<file path="config.mk">
export PLATFORM = sky130hd
export DESIGN_NAME = fifo_replacement_cache_flat
export DESIGN_NICKNAME = d
export VERILOG_FILES = /design/src/rtl/core/frc_pkg.sv /design/src/rtl/core/frc_if.sv /design/src/rtl/core/fifo_replacement_cache.sv /design/src/flat_wrapper.sv
export SDC_FILE = /design/constraint.sdc
export NUM_CORES = 1
export LEC_CHECK = 0
export ABC_AREA = 0
export BUFFER_PORTS_ARGS = -buffer_cell sky130_fd_sc_hd__buf_2
export CAP_MARGIN = 20
export CORE_MARGIN = 2
export CORE_UTILIZATION = 45
export CTS_BUF_LIST = sky130_fd_sc_hd__clkbuf_8
export DETAILED_ROUTE_END_ITERATION = 8
export PLACE_DENSITY = 0.63
export SKIP_CTS_REPAIR_TIMING = 1
export SLEW_MARGIN = 20
export SYNTH_ARGS = -nofsm -noshare
export SYNTH_HDL_FRONTEND = slang
export SYNTH_SLANG_ARGS = --single-unit
</file>
<file path="constraint.sdc">
create_clock -name clock -period 6.55 [get_ports clock]
set_clock_uncertainty 0.2 [all_clocks]
set_input_delay 0.655 -clock clock [delete_from_list [all_inputs] [get_ports clock]]
set_output_delay 0.655 -clock clock [all_outputs]
set_load 0.05 [all_outputs]
</file>
<file path="src/rtl/core/frc_pkg.sv">
// ----------------------------------------------------------------------------
// frc_pkg
// Shared types and constants of the FIFO replacement cache.
// ----------------------------------------------------------------------------
package frc_pkg;

   localparam int DEFAULT_CAPACITY = 8;
   localparam int VALUE_W          = 32;
   localparam int OCC_W            = 4;
   localparam int TOTAL_W          = 32;

   typedef logic [1:0] status_type;

   localparam status_type STATUS_HIT       = 2'd0;
   localparam status_type STATUS_MISS      = 2'd1;
   localparam status_type STATUS_REMOVED   = 2'd2;
   localparam status_type STATUS_UNDERFLOW = 2'd3;

endpackage

</file>
<file path="src/rtl/core/frc_if.sv">
// ----------------------------------------------------------------------------
// frc_if
// Request and response channels of the FIFO replacement cache.
// ----------------------------------------------------------------------------
interface frc_req_if
   import frc_pkg::*;
   ();
   logic                      valid;
   logic                      ready;
   logic                      action;
   logic signed [VALUE_W-1:0] ref_value;

   modport source (output valid, output action, output ref_value, input ready);
   modport sink   (input valid, input action, input ref_value, output ready);
endinterface

interface frc_rsp_if
   import frc_pkg::*;
   ();
   logic               valid;
   logic               ready;
   status_type         status;
   logic               evicted;
   logic [OCC_W-1:0]   occupancy;
   logic [TOTAL_W-1:0] hit_total;
   logic [TOTAL_W-1:0] miss_total;

   modport source (output valid, output status, output evicted, output occupancy,
                   output hit_total, output miss_total, input ready);
   modport sink   (input valid, input status, input evicted, input occupancy,
                   input hit_total, input miss_total, output ready);
endinterface

</file>
<file path="src/rtl/core/fifo_replacement_cache.sv">
// A reference is compared in the scan state, one resident entry per cycle by the
// single comparator over the entry memory read port (every resident entry on a
// miss, up to the match on a hit); a reference on an empty store and a remove skip
// the scan. The finishing state then waits for a free output register, and a new
// word is accepted only once the block is back in idle.
// Reset clears the head pointer, occupancy, counters and control; the entry
// memory itself is not cleared, since only entries written by a miss are read.
// ----------------------------------------------------------------------------
// fifo_replacement_cache
// FIFO page replacement over a ring of entries held in a synchronous memory.
// ----------------------------------------------------------------------------
module fifo_replacement_cache
   import frc_pkg::*;
#(
   parameter int CAPACITY = DEFAULT_CAPACITY
) (
   input  logic       clock,
   input  logic       reset,
   frc_req_if.sink    req,
   frc_rsp_if.source  rsp
);

   // Index width addresses one slot; the count must also hold CAPACITY itself.
   localparam int IDX_W = (CAPACITY > 1) ? $clog2(CAPACITY) : 1;
   localparam int CNT_W = $clog2(CAPACITY + 1);

   localparam logic [1:0] ST_IDLE = 2'd0;
   localparam logic [1:0] ST_SCAN = 2'd1;
   localparam logic [1:0] ST_FIN  = 2'd2;

   // The offset never exceeds CAPACITY, so one compare and subtract wraps it.
   function automatic logic [IDX_W-1:0] slot_of(input logic [IDX_W-1:0] head,
                                                input logic [IDX_W-1:0] off);
      logic [IDX_W:0] sum;
      sum = {1'b0, head} + {1'b0, off};
      if (sum >= (IDX_W+1)'(CAPACITY)) begin
         sum = sum - (IDX_W+1)'(CAPACITY);
      end
      return sum[IDX_W-1:0];
   endfunction

   logic [1:0]         state_ff, state_in;
   logic [IDX_W-1:0]   head_ff, head_in;
   logic [CNT_W-1:0]   count_ff, count_in;
   logic [TOTAL_W-1:0] hit_cnt_ff, hit_cnt_in;
   logic [TOTAL_W-1:0] miss_cnt_ff, miss_cnt_in;
   logic [IDX_W-1:0]   scan_off_ff, scan_off_in;
   logic               action_ff, action_in;
   logic [VALUE_W-1:0] value_ff, value_in;
   logic               hit_ff, hit_in;

   // The entry store, read through a registered read port.
   logic [VALUE_W-1:0] entry_store_ff [CAPACITY];
   logic [VALUE_W-1:0] rd_data_ff;
   logic [IDX_W-1:0]   rd_slot;
   logic [IDX_W-1:0]   wr_slot;
   logic               wr_en;

   // Output register, so a finished word may wait while the next one is taken.
   logic               rsp_valid_ff, rsp_valid_in;
   status_type         rsp_status_ff, rsp_status_in;
   logic               rsp_evicted_ff, rsp_evicted_in;
   logic [OCC_W-1:0]   rsp_occ_ff, rsp_occ_in;
   logic [TOTAL_W-1:0] rsp_hit_ff, rsp_hit_in;
   logic [TOTAL_W-1:0] rsp_miss_ff, rsp_miss_in;

   logic               req_fire;
   logic               out_free;
   logic               full;
   logic               last_entry;

   assign req.ready  = (state_ff == ST_IDLE);
   assign req_fire   = req.valid && req.ready;
   assign out_free   = !rsp_valid_ff || rsp.ready;
   assign full       = (count_ff == CNT_W'(CAPACITY));
   assign last_entry = ((CNT_W'(scan_off_ff) + CNT_W'(1)) == count_ff);

   // On a miss into a full ring the oldest slot is reused; otherwise the value
   // goes into the first free slot behind the youngest entry.
   assign wr_slot = full ? head_ff : slot_of(head_ff, count_ff[IDX_W-1:0]);

   always_comb begin
      state_in       = state_ff;
      head_in        = head_ff;
      count_in       = count_ff;
      hit_cnt_in     = hit_cnt_ff;
      miss_cnt_in    = miss_cnt_ff;
      scan_off_in    = scan_off_ff;
      action_in      = action_ff;
      value_in       = value_ff;
      hit_in         = hit_ff;
      rd_slot        = slot_of(head_ff, scan_off_ff + IDX_W'(1));
      wr_en          = 1'b0;
      rsp_valid_in   = rsp_valid_ff && !rsp.ready;
      rsp_status_in  = rsp_status_ff;
      rsp_evicted_in = rsp_evicted_ff;
      rsp_occ_in     = rsp_occ_ff;
      rsp_hit_in     = rsp_hit_ff;
      rsp_miss_in    = rsp_miss_ff;

      case (state_ff)
         ST_IDLE: begin
            rd_slot = head_ff;
            if (req_fire) begin
               action_in   = req.action;
               value_in    = unsigned'(req.ref_value);
               hit_in      = 1'b0;
               scan_off_in = '0;
               // Removes and lookups in an empty store need no search.
               if (!req.action && (count_ff != '0)) begin
                  state_in = ST_SCAN;
               end else begin
                  state_in = ST_FIN;
               end
            end
         end
         ST_SCAN: begin
            // The read data belongs to the entry at scan_off_ff.
            if (rd_data_ff == value_ff) begin
               hit_in   = 1'b1;
               state_in = ST_FIN;
            end else if (last_entry) begin
               state_in = ST_FIN;
            end else begin
               scan_off_in = scan_off_ff + IDX_W'(1);
            end
         end
         ST_FIN: begin
            if (out_free) begin
               state_in       = ST_IDLE;
               rsp_valid_in   = 1'b1;
               rsp_evicted_in = 1'b0;
               if (action_ff) begin
                  if (count_ff == '0) begin
                     rsp_status_in = STATUS_UNDERFLOW;
                  end else begin
                     rsp_status_in = STATUS_REMOVED;
                     head_in       = slot_of(head_ff, IDX_W'(1));
                     count_in      = count_ff - CNT_W'(1);
                  end
               end else if (hit_ff) begin
                  rsp_status_in = STATUS_HIT;
                  if (hit_cnt_ff != '1) begin
                     hit_cnt_in = hit_cnt_ff + TOTAL_W'(1);
                  end
               end else begin
                  rsp_status_in = STATUS_MISS;
                  wr_en         = 1'b1;
                  if (miss_cnt_ff != '1) begin
                     miss_cnt_in = miss_cnt_ff + TOTAL_W'(1);
                  end
                  if (full) begin
                     rsp_evicted_in = 1'b1;
                     head_in        = slot_of(head_ff, IDX_W'(1));
                  end else begin
                     count_in = count_ff + CNT_W'(1);
                  end
               end
               rsp_occ_in  = OCC_W'(count_in);
               rsp_hit_in  = hit_cnt_in;
               rsp_miss_in = miss_cnt_in;
            end
         end
         default: begin
            state_in = ST_IDLE;
         end
      endcase
   end

   // Writes land in the finishing cycle; the next search reads no earlier than
   // the following cycle, so a read never overlaps a pending write.
   always_ff @(posedge clock) begin
      if (wr_en) begin
         entry_store_ff[wr_slot] <= value_ff;
      end
      rd_data_ff <= entry_store_ff[rd_slot];
   end

   always_ff @(posedge clock) begin
      if (reset) begin
         state_ff     <= ST_IDLE;
         head_ff      <= '0;
         count_ff     <= '0;
         hit_cnt_ff   <= '0;
         miss_cnt_ff  <= '0;
         rsp_valid_ff <= 1'b0;
      end else begin
         state_ff     <= state_in;
         head_ff      <= head_in;
         count_ff     <= count_in;
         hit_cnt_ff   <= hit_cnt_in;
         miss_cnt_ff  <= miss_cnt_in;
         rsp_valid_ff <= rsp_valid_in;
      end
   end

   always_ff @(posedge clock) begin
      scan_off_ff    <= scan_off_in;
      action_ff      <= action_in;
      value_ff       <= value_in;
      hit_ff         <= hit_in;
      rsp_status_ff  <= rsp_status_in;
      rsp_evicted_ff <= rsp_evicted_in;
      rsp_occ_ff     <= rsp_occ_in;
      rsp_hit_ff     <= rsp_hit_in;
      rsp_miss_ff    <= rsp_miss_in;
   end

   assign rsp.valid      = rsp_valid_ff;
   assign rsp.status     = rsp_status_ff;
   assign rsp.evicted    = rsp_evicted_ff;
   assign rsp.occupancy  = rsp_occ_ff;
   assign rsp.hit_total  = rsp_hit_ff;
   assign rsp.miss_total = rsp_miss_ff;

endmodule
</file>
<file path="src/flat_wrapper.sv">
// flat-port wrapper written by rule: the top's interface ports become plain ports
module fifo_replacement_cache_flat import frc_pkg::*;
#(
   parameter int CAPACITY = DEFAULT_CAPACITY
)
  (clock, reset, req_valid, req_action, req_ref_value, req_ready, rsp_valid, rsp_status, rsp_evicted, rsp_occupancy, rsp_hit_total, rsp_miss_total, rsp_ready);
  frc_req_if req_i ();
  frc_rsp_if rsp_i ();
  input  logic clock;
  input  logic reset;
  input wire logic [$bits(req_i.valid)-1:0] req_valid;
  input wire logic [$bits(req_i.action)-1:0] req_action;
  input wire logic [$bits(req_i.ref_value)-1:0] req_ref_value;
  output wire logic [$bits(req_i.ready)-1:0] req_ready;
  output wire logic [$bits(rsp_i.valid)-1:0] rsp_valid;
  output wire logic [$bits(rsp_i.status)-1:0] rsp_status;
  output wire logic [$bits(rsp_i.evicted)-1:0] rsp_evicted;
  output wire logic [$bits(rsp_i.occupancy)-1:0] rsp_occupancy;
  output wire logic [$bits(rsp_i.hit_total)-1:0] rsp_hit_total;
  output wire logic [$bits(rsp_i.miss_total)-1:0] rsp_miss_total;
  input wire logic [$bits(rsp_i.ready)-1:0] rsp_ready;
  assign req_i.valid = req_valid;
  assign req_i.action = req_action;
  assign req_i.ref_value = req_ref_value;
  assign req_ready = req_i.ready;
  assign rsp_valid = rsp_i.valid;
  assign rsp_status = rsp_i.status;
  assign rsp_evicted = rsp_i.evicted;
  assign rsp_occupancy = rsp_i.occupancy;
  assign rsp_hit_total = rsp_i.hit_total;
  assign rsp_miss_total = rsp_i.miss_total;
  assign rsp_i.ready = rsp_ready;
  fifo_replacement_cache #(.CAPACITY(CAPACITY)) u_core (.clock(clock), .reset(reset), .req(req_i), .rsp(rsp_i));
endmodule
</file>
==> results of run 1 <==
-- worst max path at each step --
stage	startpoint	endpoint	slack (ns)	cells after the start
after floorplan	rsp_ready	u_core.entry_store_ff[1][0]	1.40	8
after global placement	u_core.scan_off_ff[0]	u_core.rd_data_ff[24]	2.65	8
after detailed placement	u_core.scan_off_ff[0]	u_core.rd_data_ff[24]	2.54	8
after CTS	u_core.scan_off_ff[0]	u_core.rd_data_ff[0]	2.50	10
after global routing	u_core.scan_off_ff[0]	u_core.rd_data_ff[26]	2.24	10
final	u_core.scan_off_ff[0]	u_core.rd_data_ff[0]	2.46	10
-- final cells by class --
type / instances / share of cell area
well taps: 600 / 0.0317
repair buffers: 170 / 0.0465
clock inverters: 64 / 0.0156
diodes: 1 / 0.000106
inverters: 13 / 0.00206
multi-input cells: 1156 / 0.304
flip-flops and latches: 470 / 0.551
clock buffers: 85 / 0.0493
-- state kept, by name, summed over array words and instances (netlist names), 2 cells and up --
register	count
u_core.rsp.miss_total	32
u_core.scan_off_ff	3
u_core.rsp.status	2
u_core.count_ff	4
u_core.value_ff	32
u_core.rsp.hit_total	32
u_core.state_ff	2
u_core.miss_cnt_ff	32
u_core.rsp.occupancy	4
u_core.hit_cnt_ff	32
u_core.entry_store_ff	256
u_core.head_ff	3
u_core.rd_data_ff	32
-- layer usage --
metal  routed length, um  part of all wire  track usage  up-vias
met1               21000              0.44        0.261     7123
met3                2990             0.063       0.0338       91
met4                1210             0.025       0.0855        0
met2               22300              0.47        0.321      477
li1                    -                 -            -     6907
met5                   0                 0            0        -
-- worst max-delay path, cell delays in order, from the launching register on --
cell and delay [ns]:
edfxtp_1 0.44, ha_1 0.38, fa_1 0.66, inv_1 0.15
a31oi_4 0.15, buf_4 0.55, buf_4 0.56, nor3_1 0.10
o21ai_0 0.19, o31ai_1 0.09, a2111oi_0 0.47
-- cell usage after synthesis (3+ instances only) --
library cell  instances
and3_1               16
a31oi_1               6
nor2_1              153
or2_2                 5
nor3b_1              63
xnor2_1              72
o22ai_1              37
or3_1                11
a211oi_1              4
o22a_1               30
nand3_1              33
o211ai_1              3
xor2_1               88
inv_1                13
mux2i_1               3
o21ai_0              78
a21oi_1              20
edfxtp_1            364
nor2b_1               4
nand4b_1              3
clkbuf_1            101
a311oi_1              3
nor4_1               16
nand4_1              38
ha_1                  8
nor3_1              280
a2111oi_0            30
buf_2                28
and2_1                9
nand3b_1              3
nand2b_1              7
nand2_1              67
and4_1               12
dfxtp_1             106
o31ai_1              32
-- stage by stage --
step | util | total power, mW | instances
after floorplan | - | 4.86 | 1773
after global placement | 0.481 | 5.31 | 2375
after detailed placement | 0.481 | 5.34 | 2376
after CTS | 0.515 | 7.90 | 2525
after global routing | 0.523 | 8.19 | 2559
final | 0.523 | 7.83 | 2559
-- cell families after synthesis --
| kind of cell | synth area share |
|---|---|
| AND/OR/NAND/NOR | 0.184 |
| flip-flops | 0.630 |
| AO/OA/AOI/OAI | 0.0800 |
| XOR/XNOR | 0.0687 |
| buffers and inverters | 0.0290 |
| adder cells (fa/ha/maj) | 0.00676 |
| multiplexers | 0.00199 |
-- report_power, final --
part / internal [mW] / leakage, nW / total (mW) / switching [mW]
clock: 1.33 / 0.878 / 2.53 / 1.20
sequential: 3.55 / 4.21 / 3.73 / 0.175
combinational: 0.446 / 2.81 / 1.57 / 1.12
total: 5.33 / 7.89 / 7.83 / 2.50
==> impl_metrics.json, run 1 <==
{
  "die_w_um": 219,
  "clk_path_buf_depth": 3,
  "dr.pass1.iters": 5,
  "multi_input_area_um2": 7210,
  "cp_max_fo": 53,
  "ys_ff_latch": 470,
  "synth_top_area_frac": 0.527,
  "synthTopCellsByArea": "edfxtp_1 53%, dfxtp_1 10%, nor3_1 6.8%",
  "r2r-start": "u_core.scan_off_ff[0]",
  "final_cell_mix": "364 x edfxtp_1, 279 x nor3_1, 145 x nor2_1",
  "rsz0062_at_grt": "false",
  "start_util": 0.457,
  "cts_tree": "done",
  "die-area_um2": 47800,
  "layout_commonest_cell": "edfxtp_1",
  "syn_area_per_cell_um2": 11.7,
  "cts_max_level": 3,
  "clock_latency_ns": 0.65,
  "netlist_area_um2": 20700,
  "synth_warnings": 0,
  "grt_max_degree": 109,
  "finalNetCount": 1938,
  "drc_errors": 0,
  "routed_wl_um": 47500,
  "syn-num-nets": 1820,
  "rr_worst_depth": 10,
  "holdPathEnd": "u_core.rsp.valid",
  "finalHoldViolCount": 0,
  "first_iter_violations": 1027,
  "fin_crit_ns": 4.09,
  "port-buffer-count": 109,
  "drtAntennaViolNets": 0,
  "finalMaxSlewViolations": 0,
  "yosysSeqAreaShare": 0.630,
  "final_area_um2": 23700,
  "seqCellArea_um2": 13100,
  "final-setup-viol-count": 0,
  "slew-limit-headroom": 0.326,
  "grt_pass1_vias": 13900,
  "vias": 14600,
  "cts.sinks": 470,
  "die_y_um": 219,
  "dp.final_hpwl_um": 26700,
  "drive_gt1_frac": 0.142,
  "fin_setup_tns_ns": 0,
  "p_per_area_nw_per_um2": 330,
  "crit_arrival_ns": 4.37,
  "fill_cells": 3913,
  "core_um2": 45400,
  "ios": 110,
  "max_freq_ghz": 0.245,
  "netlist_instances": 1773,
  "grt_overflow": 0,
  "critical_path_class": "reg -> reg",
  "wl_per_cell_um": 18.6,
  "tightest_slew_ns": 1.00,
  "clk_pin_slew_ns": 0.06,
  "vias_per_cell": 5.70,
  "cp-end-kind": "register",
  "syn_to_final_growth_pct": 14.4,
  "r2r_setup_slack_ns": 2.46,
  "place_congestion": 0.837,
  "async_reset_ff_frac": 0,
  "synth-edff-count": 364,
  "rows": 78,
  "numCtsBuffers": 80,
  "holdWs_ns": 0.217,
  "yosys.area.top_type": "edfxtp_1",
  "setup_ws_ns": 2.46,
  "start_kind": "register",
  "antenna_found_initial": 1,
  "hp-start": "rsp_ready",
  "peakVddDrop_uv": 166,
  "leakage_nw": 7.89,
  "synthDistinctLibCells": 56,
  "maxCapViolCount": 0,
  "cts-root-buf": "clkbuf_8",
  "hold_depth": 3,
  "synth_ff_type": "edfxtp_1",
  "placed_area_um2": 21800,
  "fin_crit_sh": 0.624,
  "rr_endpoint": "u_core.rd_data_ff[0]",
  "worst_ep_required_time_ns": 6.84,
  "grtUsageTotal": 0.197,
  "dp_slack_ns": 2.54,
  "grt_pass1_wl_um": 74000,
  "hold_class": "in -> reg",
  "status": "completed"
}
Power figures use the tool's default switching activity.
==> run 2: changes to the inputs <==
==> constraint.sdc (replaced) <==
create_clock -name clock -period 3.8 [get_ports clock]
set_clock_uncertainty 0.2 [all_clocks]
set_input_delay 0.38 -clock clock [delete_from_list [all_inputs] [get_ports clock]]
set_output_delay 0.38 -clock clock [all_outputs]
set_load 0.05 [all_outputs]
==> impl_metrics.json, run 2 (synthesis results as in run 1) <==
{
  "wl_per_cell_um": 18.8,
  "start_util": 0.457,
  "grt_pass1_vias": 14300,
  "clock_latency_ns": 0.65,
  "final_area_um2": 24100,
  "drive_gt1_frac": 0.151,
  "power_mw": 13.9,
  "critical_path_class": "reg -> reg",
  "rows": 78,
  "status": "finished, violations left",
  "clk_path_buf_depth": 3,
  "finalHoldViolCount": 3,
  "cp_max_fo": 97,
  "peakVddDrop_uv": 327,
  "rr_worst_depth": 9,
  "grt_overflow": 0,
  "cp-end-kind": "register",
  "finalNetCount": 1957,
  "cts-root-buf": "clkbuf_8",
  "grt_pass1_wl_um": 76000,
  "dr.pass1.iters": 6,
  "layout_commonest_cell": "edfxtp_1",
  "fin_crit_ns": 3.48,
  "slew-limit-headroom": 0.375,
  "grtUsageMet3": 0.0338,
  "worst_ep_required_time_ns": 4.12,
  "final_cell_mix": "364 x edfxtp_1, 279 x nor3_1, 145 x nor2_1",
  "tightest_slew_ns": 0.935,
  "slowest_stage": "xnor3_2",
  "start_kind": "register",
  "dp.final_hpwl_um": 28000,
  "violations": "hold timing",
  "hp-start": "req_valid",
  "crit_chain": "ha_1 > fa_1 > xnor3_2 > nor2_4 > buf_16 > nor3_1 > nor3_1 > o22ai_1 > a2111oi_0",
  "vias": 14600,
  "holdWs_ns": -0.0419,
  "grtUsageTotal": 0.203,
  "holdPathEnd": "u_core.hit_ff",
  "routed_wl_um": 48400,
  "antenna_found_initial": 0,
  "placed_area_um2": 22100,
  "fin_crit_sh": 0.917,
  "cts_tree": "done",
  "use_met1": 0.259,
  "grt.busiest_layer": "met2",
  "post-route-util": 0.531,
  "gr-usage-met2": 0.340,
  "dp_cells": 2389,
  "ios": 110,
  "crit_top_cell": "nor3_1",
  "finalMaxSlewViolations": 0,
  "antennaDiodeCount": 0,
  "die_w_um": 219,
  "numCtsBuffers": 79,
  "leakage_nw": 8.05,
  "vias_per_cell": 5.66,
  "cpPeakStageDelay_ns": 0.48,
  "r2r-start": "u_core.scan_off_ff[0]",
  "clk_pin_slew_ns": 0.06,
  "maxCapViolCount": 0,
  "grt_max_degree": 149,
  "instances_no_fill": 2575,
  "cts.sinks": 470,
  "final-setup-viol-count": 0,
  "die_y_um": 219,
  "setup_ws_ns": 0.317,
  "hold_class": "in -> reg",
  "p_per_area_nw_per_um2": 577,
  "syn_to_final_growth_pct": 16.4,
  "crit_arrival_ns": 3.80,
  "die-area_um2": 47800,
  "hold_depth": 3,
  "largest_register_ffs": 256,
  "cts_max_level": 3,
  "top_register": "u_core.entry_store_ff",
  "drc_errors": 0,
  "port-buffer-count": 109,
  "r2r_setup_slack_ns": 0.32,
  "first_iter_violations": 1148,
  "dp_slack_ns": 0.248,
  "place_congestion": 0.845,
  "rsz0062_at_grt": "false",
  "max_freq_ghz": 0.287,
  "rr_endpoint": "u_core.rd_data_ff[22]",
  "core_um2": 45400,
  "drtAntennaViolNets": 0
}
[run 2: layout make-up]
type	instances	area [um^2]
clock buffer	87	1200
clock inverter	59	437
fill	3945	21300
inverter	13	52.6
multi-input combinational	1157	7220
sequential	470	13100
tap	600	751
timing repair buffer	189	1400
[run 2: worst max path at each step]
stage / start / end / slack [ns] / cells past startpoint
finish: u_core.scan_off_ff[0] / u_core.rd_data_ff[22] / 0.32 / 9
global route: u_core.scan_off_ff[0] / u_core.rd_data_ff[17] / 0.05 / 9
CTS: u_core.scan_off_ff[0] / u_core.rd_data_ff[18] / 0.24 / 9
detailed placement: u_core.scan_off_ff[0] / u_core.rd_data_ff[18] / 0.25 / 9
global placement: u_core.scan_off_ff[0] / u_core.rd_data_ff[3] / 0.34 / 9
floorplan: u_core.state_ff[1] / u_core.entry_store_ff[1][0] / -0.05 / 9
[run 2: per-stage QoR]
stage	hold WS, ns	setup TNS (ns)
finish	-0.0419	0
detailed placement	0.313	0
global route	0.000319	0
global placement	0.294	0
floorplan	0.263	-6.20
CTS	-0.355	0
[run 2: critical path, delay by kind of cell (launching register included)]
family	cells	cell delay, ns
buf+inv	1	0.33
flops	1	0.45
fa+ha+maj	2	0.80
xor+xnor	1	0.48
compound gates	2	0.45
simple gates	3	0.58
[run 2: power by group]
group / internal, mW / switching [mW]
Sequential: 6.12 / 0.302
Combinational: 0.889 / 1.99
Clock: 2.54 / 2.07
[run 2: metal layers]
layer  vias to the layer above  share of wire
met1                      7104           0.43
met4                         0          0.029
met5                         -              0
li1                       6941              -
met2                       436           0.48
met3                       100          0.059
==> run 3: changes to the inputs <==
--- a/config.mk
+++ b/config.mk
@@ -13,6 +13,7 @@
 export CTS_BUF_LIST = sky130_fd_sc_hd__clkbuf_8
 export DETAILED_ROUTE_END_ITERATION = 8
 export PLACE_DENSITY = 0.63
+export RECOVER_POWER = 25
 export SKIP_CTS_REPAIR_TIMING = 1
 export SLEW_MARGIN = 20
 export SYNTH_ARGS = -nofsm -noshare
==> impl_metrics.json, run 3 (synthesis results as in run 1) <==
{
  "leakage_nw": 8.04,
  "finalNetCount": 1957,
  "largest_register_ffs": 256,
  "core_um2": 45400,
  "seqPwrFrac": 0.462,
  "fill_cells": 3947,
  "die_w_um": 219,
  "syn_to_final_growth_pct": 16.3,
  "power_mw": 13.9,
  "clkPwrFrac": 0.331,
  "fin_crit_sh": 0.916,
  "wl_per_cell_um": 18.8,
  "grt_pass1_wl_um": 76000,
  "vias_per_cell": 5.66,
  "clk_path_buf_depth": 3,
  "start_kind": "register",
  "finalMaxSlewViolations": 0,
  "critical-path-top-delay-family": "adder cells",
  "rows": 78,
  "die-area_um2": 47800,
  "grt_overflow": 0,
  "critical_path_class": "reg -> reg",
  "p_sw_frac": 0.313,
  "grtUsageTotal": 0.203,
  "cp-startpoint": "u_core.scan_off_ff[0]",
  "routed_wl_um": 48400,
  "antennaDiodeCount": 0,
  "multi_input_area_um2": 7220,
  "place_congestion": 0.845,
  "clk_pin_slew_ns": 0.06,
  "cts-root-buf": "clkbuf_8",
  "crit_arrival_ns": 3.78,
  "top_register": "u_core.entry_store_ff",
  "r2r_setup_slack_ns": 0.32,
  "cts_max_level": 3,
  "cts_tree": "done",
  "post-route-util": 0.531,
  "clock_latency_ns": 0.65,
  "start_util": 0.457,
  "rr_endpoint": "u_core.rd_data_ff[19]",
  "p_per_area_nw_per_um2": 577,
  "slowest_stage": "xnor3_2",
  "path_buf_inv": 1,
  "status": "finished, violations left",
  "p_int_mw": 9.55,
  "p_switching_mw": 4.36,
  "antenna_found_initial": 0,
  "power_frac_comb": 0.207,
  "numCtsBuffers": 79,
  "cp_max_fo": 97,
  "violations": "hold timing",
  "final_cell_mix": "364 x edfxtp_1, 279 x nor3_1, 145 x nor2_1",
  "crit_path_end": "u_core.rd_data_ff[19]",
  "grt_pass1_vias": 14300,
  "finalHoldViolCount": 3,
  "vias": 14600,
  "port-buffer-count": 109,
  "hold_class": "in -> reg",
  "drive_gt1_frac": 0.149,
  "dp.final_hpwl_um": 28000,
  "r2r-start": "u_core.scan_off_ff[0]",
  "ios": 110,
  "seqCellArea_um2": 13100,
  "dr.pass1.iters": 6,
  "maxCapViolCount": 0,
  "drc_errors": 0,
  "fin_crit_ns": 3.48,
  "path_depth": 9,
  "layout_commonest_cell": "edfxtp_1",
  "tightest_slew_ns": 0.949,
  "grt_max_degree": 149,
  "cpPeakStageDelay_ns": 0.48,
  "max_freq_ghz": 0.287,
  "crit_chain": "ha_1 > fa_1 > xnor3_2 > nor2_4 > buf_16 > nor3b_1 > nor3_1 > o22ai_1 > a2111oi_0",
  "first_iter_violations": 1148,
  "cts.sinks": 470,
  "rsz0062_at_grt": "false",
  "die_y_um": 219,
  "drtAntennaViolNets": 0,
  "final-setup-viol-count": 0,
  "slew-limit-headroom": 0.365,
  "cp-end-kind": "register",
  "rr_worst_depth": 9,
  "peakVddDrop_uv": 327,
  "holdWs_ns": -0.0424,
  "worst_ep_required_time_ns": 4.10
}
[run 3: cell types whose count changed in the layout (fill, tap and decap cells not counted)]
cell,delta
clkbuf_1,+4
buf_2,-4
[run 3: worst min-delay path, cell delays in order]
cell     delay [ns]
buf_2          0.12
mux2i_1        0.07
nor2_1         0.10
[run 3: worst min path at each step]
stage / from / end / depth (start not counted)
after floorplan: u_core.action_ff / u_core.rsp.status[1] / 0
after global placement: u_core.hit_cnt_ff[15] / u_core.hit_cnt_ff[15] / 2
final: req_valid / u_core.hit_ff / 3
after CTS: req_ref_value[29] / u_core.value_ff[29] / 1
after detailed placement: u_core.hit_cnt_ff[15] / u_core.hit_cnt_ff[15] / 2
after global routing: req_valid / u_core.hit_ff / 3
[run 3: metrics by stage]
stage / setup TNS [ns] / std cells / setup WS [ns] / hold slack, ns / cell area (um^2)
3_3_place_gp: 0 / 2389 / 0.339 / 0.294 / 22100
2_1_floorplan: -6.20 / 1773 / -0.0500 / 0.263 / 20800
5_1_grt: 0 / 2575 / 0.0500 / 0.000319 / 24100
4_1_cts: 0 / 2535 / 0.239 / -0.355 / 23700
6_report: 0 / 2575 / 0.320 / -0.0424 / 24100
3_5_place_dp: 0 / 2389 / 0.248 / 0.313 / 22100
[run 3: area by class of cell]
| cell class | count | area share |
|---|---|---|
| multi-input combinational | 1157 | 0.300 |
| clock buffer | 87 | 0.0497 |
| sequential | 470 | 0.541 |
| tap | 600 | 0.0311 |
| clock inverter | 59 | 0.0181 |
| inverter | 13 | 0.00218 |
| timing repair buffer | 189 | 0.0579 |
[run 3: power by group through the flow]
stage               clock network (mW)  logic (mW)  registers [mW]
floorplan                            0        1.50            6.88
global placement                     0        2.75            6.51
detailed placement                   0        2.80            6.53
CTS                               4.76        2.81            6.42
global route                      4.97        3.11            6.47
finish                            4.61        2.88            6.42
[run 3: routing by layer]
metal | track usage | vias up | routed length (um)
met5 | 0 | - | 0
met4 | 0.0882 | 0 | 1440
met3 | 0.0338 | 100 | 2920
met2 | 0.340 | 443 | 23400
met1 | 0.259 | 7089 | 20600
li1 | - | 6941 | -
